## config.mk

```make
export PLATFORM = sky130hd
export DESIGN_NAME = blr_ctrl
export DESIGN_NICKNAME = d
export VERILOG_FILES = /design/src/hw/rtl/blr_pkg.sv /design/src/hw/rtl/blr_ctrl.sv
export SDC_FILE = /design/constraint.sdc
export NUM_CORES = 1
export LEC_CHECK = 0
export ABC_AREA = 0
export BUFFER_PORTS_ARGS = -buffer_cell sky130_fd_sc_hd__buf_2
export CAP_MARGIN = 10
export CELL_PAD_IN_SITES_DETAIL_PLACEMENT = 0
export CELL_PAD_IN_SITES_GLOBAL_PLACEMENT = 2
export CORE_AREA = 2 2 39 41
export CTS_CLUSTER_DIAMETER = 150
export DETAILED_ROUTE_END_ITERATION = 8
export DIE_AREA = 0 0 41 43
export PLACE_DENSITY = 0.69
export SLEW_MARGIN = 20
export SYNTH_ARGS = -nofsm -noshare
export SYNTH_HDL_FRONTEND = slang
export SYNTH_SLANG_ARGS = --single-unit
```

## constraint.sdc

```tcl
create_clock -name clk -period 1.2 [get_ports clk]
set_input_delay 0.06 -clock clk [delete_from_list [all_inputs] [get_ports clk]]
set_output_delay 0.06 -clock clk [all_outputs]
set_load 0.005 [all_outputs]
```

## src/hw/rtl/blr_pkg.sv

```systemverilog
`default_nettype none
// ----------------------------------------------------------------------------
// blr_pkg: shared types and constants for the B-spline lattice restriction
// Holds the request and result beat types, status codes, lattice geometry
// constants and the control structures passed between controller and datapath.
// ----------------------------------------------------------------------------
package blr_pkg;

  localparam int unsigned MaxFineDim = 131;
  localparam int unsigned GridDepth  = MaxFineDim * MaxFineDim;
  localparam int unsigned AddrW      = $clog2(GridDepth);

  localparam logic [1:0] STATUS_OK       = 2'd0;
  localparam logic [1:0] STATUS_BAD_GRID = 2'd1;
  localparam logic [1:0] STATUS_BAD_IDX  = 2'd2;

  localparam logic REQ_LOAD = 1'b0;
  localparam logic REQ_READ = 1'b1;

  localparam logic CFG_FINE_COLS = 1'b0;
  localparam logic CFG_FINE_ROWS = 1'b1;

  typedef struct packed {
    logic               req_type;
    logic [7:0]         fine_x;
    logic [7:0]         fine_y;
    logic signed [31:0] fine_value;
    logic [6:0]         coarse_x;
    logic [6:0]         coarse_y;
  } in_beat_t;

  typedef struct packed {
    logic signed [31:0] coarse_value;
    logic [1:0]         status;
  } out_beat_t;

  // Commands from the controller to the datapath.
  typedef struct packed {
    logic load_req;    // capture request fields and set up stencils
    logic tap_issue;   // issue memory read for current tap, step tap counters
    logic tap_acc;     // accumulate returned word
    logic div_start;   // load divider from accumulator
    logic div_step;    // one restoring division step
    logic emit;        // drive result beat
  } blr_cmd_t;

  // Status from the datapath to the controller.
  typedef struct packed {
    logic       err;       // request fails a size or index check
    logic       last_tap;  // tap being issued is the final one
    logic       div_last;  // final division step
  } blr_sts_t;

  // Stencil weight for axis kind k at offset i.
  // kind: 0 low edge, 1 next to low edge, 2 inner, 3 next to high edge, 4 high edge
  function automatic logic [2:0] axis_weight(input logic [2:0] kind, input logic [2:0] i);
    logic [2:0] w;
    w = 3'd0;
    case (kind)
      3'd0: case (i) 3'd0: w = 3'd4; 3'd1: w = 3'd1; default: w = 3'd0; endcase
      3'd1: case (i) 3'd0: w = 3'd4; 3'd1: w = 3'd6; 3'd2: w = 3'd4; 3'd3: w = 3'd1;
                     default: w = 3'd0; endcase
      3'd2: case (i) 3'd0: w = 3'd1; 3'd1: w = 3'd4; 3'd2: w = 3'd6; 3'd3: w = 3'd4;
                     3'd4: w = 3'd1; default: w = 3'd0; endcase
      3'd3: case (i) 3'd0: w = 3'd1; 3'd1: w = 3'd4; 3'd2: w = 3'd6; 3'd3: w = 3'd4;
                     default: w = 3'd0; endcase
      3'd4: case (i) 3'd0: w = 3'd1; 3'd1: w = 3'd4; default: w = 3'd0; endcase
      default: w = 3'd0;
    endcase
    return w;
  endfunction

endpackage
`default_nettype wire

```

## src/hw/rtl/blr_ctrl.sv

```systemverilog
`default_nettype none
// ----------------------------------------------------------------------------
// blr_ctrl: request sequencer
// Walks a read request through setup, tap gathering, division and result; an errored read skips to the result.
// ----------------------------------------------------------------------------
module blr_ctrl (
  input  wire logic            clk,
  input  wire logic            rst_n,
  input  wire logic            start,
  input  wire logic            req_type,
  input  wire blr_pkg::blr_sts_t sts,
  output logic                 busy,
  output blr_pkg::blr_cmd_t    cmd
);
  import blr_pkg::*;

  localparam logic [2:0] S_IDLE  = 3'd0;
  localparam logic [2:0] S_SETUP = 3'd1;
  localparam logic [2:0] S_TAPS  = 3'd2;
  localparam logic [2:0] S_DRAIN = 3'd3;
  localparam logic [2:0] S_DIVLD = 3'd4;
  localparam logic [2:0] S_DIV   = 3'd5;
  localparam logic [2:0] S_EMIT  = 3'd6;

  logic [2:0] state_r, state_nxt;
  // Accumulate enable follows issue in the next cycle (registered RAM read).
  logic       acc_r;

  always_comb begin
    state_nxt = state_r;
    cmd       = '0;
    case (state_r)
      S_IDLE: begin
        if (start && req_type == REQ_READ) begin
          cmd.load_req = 1'b1;
          state_nxt    = S_SETUP;
        end
      end
      S_SETUP: begin
        state_nxt = sts.err ? S_EMIT : S_TAPS;
      end
      S_TAPS: begin
        cmd.tap_issue = 1'b1;
        if (sts.last_tap) begin
          state_nxt = S_DRAIN;
        end
      end
      S_DRAIN: begin
        state_nxt = S_DIVLD;
      end
      S_DIVLD: begin
        cmd.div_start = 1'b1;
        state_nxt     = S_DIV;
      end
      S_DIV: begin
        cmd.div_step = 1'b1;
        if (sts.div_last) begin
          state_nxt = S_EMIT;
        end
      end
      S_EMIT: begin
        cmd.emit  = 1'b1;
        state_nxt = S_IDLE;
      end
      default: state_nxt = S_IDLE;
    endcase
    // the word issued last cycle arrives now
    cmd.tap_acc = acc_r;
  end

  always_ff @(posedge clk) begin
    if (!rst_n) begin
      state_r <= S_IDLE;
      acc_r   <= 1'b0;
    end else begin
      state_r <= state_nxt;
      acc_r   <= (state_r == S_TAPS);
    end
  end

  assign busy = (state_r != S_IDLE);
endmodule
`default_nettype wire

```

# Word-level counts from Yosys, hierarchy flattened
# Index checks and enable logic that the tools add are counted.
dict set report word_totals {
  reg_bits 4
  input_bits 7
  out_inout_bits 7
}
dict set report classes {
  eq_ne 9
  n_mux 11
  n_reduce_logical 4
}
# op count
set ops {}
lappend ops {{3-bit case mux with 6 select lines} 1}
lappend ops {{3-bit two-way mux} 4}
lappend ops {{3-bit == test (second input constant)} 3}
lappend ops {{3-bit by 2-bit == test with 1-bit output (second input constant)} 2}
lappend ops {{1-bit two-way mux} 6}
lappend ops {{2-bit inequality test (second input constant)} 3}
lappend ops {{3-bit by 1-bit == test with 1-bit output (second input constant)} 1}
lappend ops {{3-bit logical NOT} 1}
lappend ops {{3-bit AND reduction} 1}
lappend ops {{3-bit nonzero test} 1}
lappend ops {{1-bit logical AND} 1}

# Longest topological paths before layout
# Gate-level depths: netlist (run 1).
dict set report logic_depth {
  depth_word 3
  depth_mapped 3
  mapped_depth_nobuf 3
}

# Worst setup path before layout (run 1)
# OpenSTA, ideal clock, no wires.
dict set report synth_timing {
  path_type {reg2reg}
  from {register state_r[1]}
  to {register state_r[0]}
  arrival_ps 915
  setup_slack_ps 168
  path_stages_with_launch 4
  synth_period_minus_slack_ps 1032
  cell_sequence {dfxtp_1 or3_4 o21ai_1 a21oi_1}
}
dict set report synth_between {
  elab_chain_cells 3
  elab_cells_between_ends 11
}
# element line
set synth_lines {}
lappend synth_lines {{start, declared} blr_ctrl.sv:25} ;# logic [2:0] state_r, state_nxt;
lappend synth_lines {{start signal, assigned} blr_ctrl.sv:76} ;# state_r <= state_nxt;
lappend synth_lines {{3-bit by 2-bit == test with 1-bit output (tied with other cells)} blr_ctrl.sv:32} ;# case (state_r)
lappend synth_lines {{2-bit inequality test (no line)} n/a}
lappend synth_lines {{3-bit AND reduction (no line)} n/a}
# Parallel ways exist; a longest one is shown, timed or not.
# A chain may end at the register's enable or synchronous reset.

==> results of run 1 <==
registers in the layout, indices dropped and copies added, names as in the netlist:
| signal | flops |
|---|---|
| acc_r | 1 |
| state_r | 3 |
where the power goes:
group	total, uW	leakage, uW	internal [uW]	switching (uW)
clock network	164	0.0000138	112	52.3
logic	252	0.000143	152	100
registers	194	0.0000338	168	25.5
final cells by class:
class                   count  area [sq um]
well taps                  16         20.02
multi-input cells          19         135.1
repair buffers             16         87.58
fillers                   157          1033
flip-flops and latches      4         85.08
clock buffers               3         22.52
stage by stage:
step / worst slack (ns) / util (%) / TNS [ns]
6_report: -0.01799 / 25.32 / -0.01799
4_1_cts: -0.02492 / 25.14 / -0.02492
3_3_place_gp: 0.1671 / 21.88 / 0
3_5_place_dp: 0.1633 / 21.88 / 0
2_1_floorplan: 0.1683 / - / 0
5_1_grt: -0.09753 / 25.32 / -0.1137
layout by cell type (no fill, tap or decap):
cell      synthesis  layout
o21ai_0           1       1
a21oi_1           1       1
and3b_1           3       3
a21o_1            1       1
dfxtp_2           0       1
buf_2             0      13
buf_4             1       3
nor2b_1           1       1
dfxtp_4           0       1
and2_1            3       2
nand2_1           1       1
o21a_1            1       1
mux2i_1           1       1
nor2_2            0       1
nor3b_1           1       1
and3_1            1       1
and2_4            0       1
o21ai_1           1       1
nand2b_1          1       1
or3_4             1       1
clkbuf_4          0       3
dfxtp_1           4       2
repair_timing:
| action | CTS | global route |
|---|---|---|
| buffers inserted | 2 | 0 |
| hold buffers | 0 | 0 |
| resized for setup | 4 | 1 |
| gates cloned | 0 | 0 |
| setup endpoints to repair | 1 | 2 |
layer usage:
metal	GRT usage [%]	vias to the layer above	wire, um
met2	10.63	9	266
met4	6.000	0	14
met1	7.717	105	194
met3	6.283	2	42
li1	-	120	-
met5	0	-	0
critical path, delay by kind of cell (launching register included):
family / cells / cell delay (ns)
buffers and inverters: 1 / 0.11
flip-flops: 1 / 0.34
AND/OR/NAND/NOR: 2 / 0.48
kinds of logic after synthesis:
family / synth area share, %
compound gates: 13.79
buf+inv: 3.450
flops: 36.78
mux: 4.598
simple gates: 41.39
path summary, 6_finish.rpt:
kind                                               from                       to  slack (ns)  cells past startpoint
worst max-delay path            state_r[0]$_SDFFE_PN0P_                   cmd[5]       -0.02                      3
worst min-delay path                              rst_n  state_r[2]$_SDFFE_PN0P_        0.08                      2
worst max register to register  state_r[0]$_SDFFE_PN0P_  state_r[0]$_SDFFE_PN0P_        0.20                      3
worst min register to register  state_r[2]$_SDFFE_PN0P_  state_r[0]$_SDFFE_PN0P_        0.61                      3
==> run_results.csv, run 1 <==
group,metric,value,unit
critical_path,crit_path_start_kind,"register",
timing,setup_ws,-0.01799,ns
die,die-area,0.001763,sq mm
synthesis,synth_area_per_cell,9.071,sq um
clock_tree,cts_made_buffers,3,
synthesis,synthFlopType,"dfxtp_1",
synthesis,yosysMostFrequentCell,"dfxtp_1",
layout,drive_above_1_share,57.14,%
global_route,antenna_found_initial,0,
die,ios,14,
pwr,total_power,609.7,uW
synthesis,yosysSeqAreaShare,36.78,%
timing,setup_viol,1,
synthesis,syn-instance-count,24,
status,status,"complete, but fails checks",
critical_path,worstSetupEndpointType,"primary output",
drt,postRouteAntennaNets,0,
global_route,grt_pass1_vias,215,
drt,first_pass_iters,4,
drt,drc_errors,0,
die,core,0.001384,sq mm
worst_hold_path,hold_class,"in2reg",
timing,report.final.hold_viol_count,0,
clock_tree,clock_latency,0.23,ns
critical_path,critical_path_required,1.14,ns
placement,io_buffers,13,
timing,final_max_slew_viol_count,0,
die,die_w,41,um
clock_tree,clk_pin_slew,0.04,ns
pwr,powerDensity,1740,mW/mm^2
clock_tree,cts_tree,"yes",
drt,viasPerCell,4.069,
synthesis,synth_top_cell_by_area,"dfxtp_1",
synthesis,synth.area.top_cells,"dfxtp_1 (37%), and3b_1 (12%), and2_1 (8.6%)",
synthesis,async_flop_share,0,%
placement,dp_cells,53,
critical_path,critical_path_class,"reg2out",
clock_tree,cts-root-buf,"clkbuf_4",
global_route,grt_usage,7.932,%
synthesis,ys_top_cells_by_count,"dfxtp_1 (4), and2_1 (3), and3b_1 (3)",
synthesis,syn_area,217.7,sq um
timing,grt_setup_unrepaired,"true",
global_route,grt_max_degree,10,
clock_tree,cts_sinks,4,
timing,hold_slack,0.07752,ns
synthesis,synth_top_area_share,36.78,%
placement,routabilityCongestion,0.6541,
critical_path,cp_max_fo,3,
layout,stdcell_count,58,
timing,worst_pin_slew,0.1570,ns
layout,n_antenna_cell,0,
die,rows,14,
layout,nets,51,
critical_path,crit_slowest_cell,"or3_4",
job,cap_violations,0,
synthesis,synth_cell_type_count,17,
synthesis,ys_warn_count,0,
pwr,ir_drop,0.6073,mV
die,start_util,15.73,%
global_route,grt_pass1_wl,855,um
global_route,grt-ovfl-total,0,
status,failed_checks,"negative setup slack",
clock_tree,ctsLongestPathBuffers,2,
timing,max_freq,821.0,MHz
drt,totalWireLength,518,um
timing,fin_skew,0.003952,ns
pwr,leakage,0.0001911,uW
layout,synthToLayoutAreaGrowth,60.92,%
drt,wl_per_cell,8.931,um
synthesis,synth_seq_cells,4,
critical_path,cp.arrival,1.16,ns
timing,fin_crit,1.218,ns
critical_path,crit_chain,"or3_4, nor2b_1, buf_2",
drt,drt_iter0_markers,6,
timing,max-slew-margin-rel,89.51,%
die,die_h,43,um
placement,placed_cell_area,302.8,sq um
synthesis,synth-edff-count,0,
drt,vias,236,
layout,final_area,350.3,sq um
timing,min_period_over_period,101.5,%
critical_path,cpPeakStageDelay,0.37,ns
clock_tree,htreeDepth,1,
placement,post-dp-hpwl,386.8,um
synthesis,synth_nets,31,
No activity file was read; power rests on OpenSTA's default activity.
==> run 2, diff against run 1 <==
--- a/config.mk
+++ b/config.mk
@@ -14,7 +14,9 @@
 export CTS_CLUSTER_DIAMETER = 150
 export DETAILED_ROUTE_END_ITERATION = 8
 export DIE_AREA = 0 0 41 43
+export GPL_TIMING_DRIVEN = 1
 export PLACE_DENSITY = 0.69
+export RECOVER_POWER = 25
 export SLEW_MARGIN = 20
 export SYNTH_ARGS = -nofsm -noshare
 export SYNTH_HDL_FRONTEND = slang
==> run 2 against run 1 <==
Effect of this change:
- the run still ends with negative setup slack left
- sequential power about the same
- critical path depth unchanged
- flip-flop and latch count unchanged
- clock power about the same
- routed wire length unchanged
- via count unchanged
- clock skew about the same
- critical endpoint unchanged
- largest cell class unchanged
- largest power group unchanged
==> run_results.csv, run 2 (same netlist as run 1, synthesis figures left out) <==
group,metric,value,unit
status,status,"complete, but fails checks",
status,failed_checks,"negative setup slack",
critical_path,rr_worst_depth,3,
critical_path,critical_path_class,"reg2out",
clock_tree,cts_made_buffers,3,
timing,hold_slack,0.07803,ns
drt,wl_met2,265,um
job,cap_violations,0,
drt,drt_iter0_markers,6,
critical_path,crit_slowest_cell,"or3_4",
critical_path,crit_path_start_kind,"register",
worst_hold_path,hold_class,"in2reg",
die,ios,14,
layout,drive_above_1_share,52.38,%
pwr,ir_drop,0.6318,mV
timing,worst_pin_slew,0.1698,ns
critical_path,crit_chain,"or3_4, nor2b_1, buf_2",
global_route,grt_pass1_vias,215,
drt,highest_layer,"met4",
placement,placed_cell_area,302.8,sq um
die,core,0.001384,sq mm
pwr,leakage,0.0001862,uW
layout,n_antenna_cell,0,
layout,final_cell_mix,"buf_2 (12), and3b_1 (3), clkbuf_4 (3), buf_4 (3)",
drt,postRouteAntennaNets,0,
layout,final_util,25.05,%
layout,nets,51,
timing,max-slew-margin-rel,88.64,%
drt,wl_per_cell,8.931,um
global_route,antenna_found_initial,0,
global_route,grt_max_degree,10,
clock_tree,cts_sinks,4,
clock_tree,ctsHoldBuffers,0,
timing,fin_crit,1.218,ns
clock_tree,cts-root-buf,"clkbuf_4",
die,die_w,41,um
critical_path,cp_max_fo,3,
critical_path,worstSetupEndpointType,"primary output",
die,die_h,43,um
die,start_util,15.73,%
critical_path,rr_endpoint,"state_r[0]$_SDFFE_PN0P_",
clock_tree,clk_pin_slew,0.04,ns
worst_hold_path,holdPathStages,2,
pwr,powerDensity,1741,mW/mm^2
timing,report.final.hold_viol_count,0,
drt,drc_errors,0,
critical_path,cp.arrival,1.16,ns
global_route,grt-ovfl-total,0,
layout,largest_register,"state_r",
timing,min_period_over_period,101.5,%
timing,setup_viol,1,
clock_tree,cts_tree,"yes",
worst_hold_path,hold_start,"rst_n",
timing,grt_setup_unrepaired,"true",
critical_path,cpPeakStageDelay,0.37,ns
timing,final_max_slew_viol_count,0,
die,die-area,0.001763,sq mm
drt,met1_length,194,um
global_route,grt_pass1_wl,855,um
critical_path,r2r_start,"state_r[0]$_SDFFE_PN0P_",
drt,met3_length,43,um
global_route,grt_usage,7.932,%
drt,first_pass_iters,4,
placement,io_buffers,13,
clock_tree,ctsLongestPathBuffers,2,
timing,fin_skew,0.003820,ns
placement,post-dp-hpwl,386.8,um
critical_path,crit_buf_inv,1,
pwr,total_power,603.2,uW
clock_tree,clock_latency,0.23,ns
placement,routabilityCongestion,0.6541,
drt,totalWireLength,518,um
die,rows,14,
layout,final_area,346.6,sq um
layout,synthToLayoutAreaGrowth,59.20,%
drt,viasPerCell,4.069,
clock_tree,htreeDepth,1,
layout,final_common_cell,"buf_2",
critical_path,critical_path_required,1.14,ns
timing,max_freq,821.0,MHz
worst_hold_path,holdPathEnd,"state_r[2]$_SDFFE_PN0P_",
drt,vias,236,
critical_path,crit_family,"simple AND/OR/NAND/NOR gates",
critical_path,rrSetupSlack,0.20,ns
timing,setup_ws,-0.01802,ns
layout,largest_reg_flops,3,
layout,reg_top3,"state_r: 3 flops, acc_r: 1 flops",
run 2: changes by cell type in the layout (fill, tap and decap cells not counted), sizes merged:
cell    change
buf         -1
clkbuf      +1
run 2: worst reg2reg max path, stage by stage, from the launching register on:
cell and delay [ns]:
dfxtp_4 0.34, or3_4 0.37, o21ai_1 0.14, a21oi_1 0.05
run 2: timing repair:
action | in CTS | in global routing
resized for setup | 4 | 1
endpoints found under the setup margin | 1 | 2
cloned | 0 | 0
buffers inserted | 2 | 0
run 2: worst max path at each step:
stage	cells after the start	slack, ns	from	endpoint
floorplan	3	0.17	state_r[1]$_SDFFE_PN0P_	state_r[0]$_SDFFE_PN0P_
global placement	3	0.17	state_r[0]$_SDFFE_PN0P_	state_r[0]$_SDFFE_PN0P_
detailed placement	3	0.16	state_r[0]$_SDFFE_PN0P_	state_r[0]$_SDFFE_PN0P_
CTS	3	-0.02	state_r[0]$_SDFFE_PN0P_	cmd[5]
global route	3	-0.1	state_r[0]$_SDFFE_PN0P_	cmd[5]
finish	3	-0.02	state_r[0]$_SDFFE_PN0P_	cmd[5]
run 2: through the flow:
stage | TNS [ns] | setup slack (ns) | std cells
after CTS | -0.02492 | -0.02492 | 58
after global routing | -0.1757 | -0.09753 | 58
after floorplan | 0 | 0.1683 | 24
after detailed placement | 0 | 0.1633 | 53
after global placement | 0 | 0.1671 | 53
final | -0.01802 | -0.01802 | 58
run 2: layout make-up:
class                      count  area (sq um)
fill                         158          1037
multi-input combinational     19         132.6
timing repair buffer          16         86.33
sequential                     4         85.08
clock buffer                   3         22.52
tap                           16         20.02
run 2: per-layer routing:
| metal | GRT usage [%] | up-vias |
|---|---|---|
| li1 | - | 120 |
| met1 | 7.717 | 105 |
| met2 | 10.63 | 9 |
| met3 | 6.283 | 2 |
| met4 | 6.000 | 0 |
| met5 | 0 | - |
run 2: power breakdown:
group | internal, uW | switching, uW
combinational | 148 | 98.1
sequential | 168 | 24.7
clock | 112 | 52.2
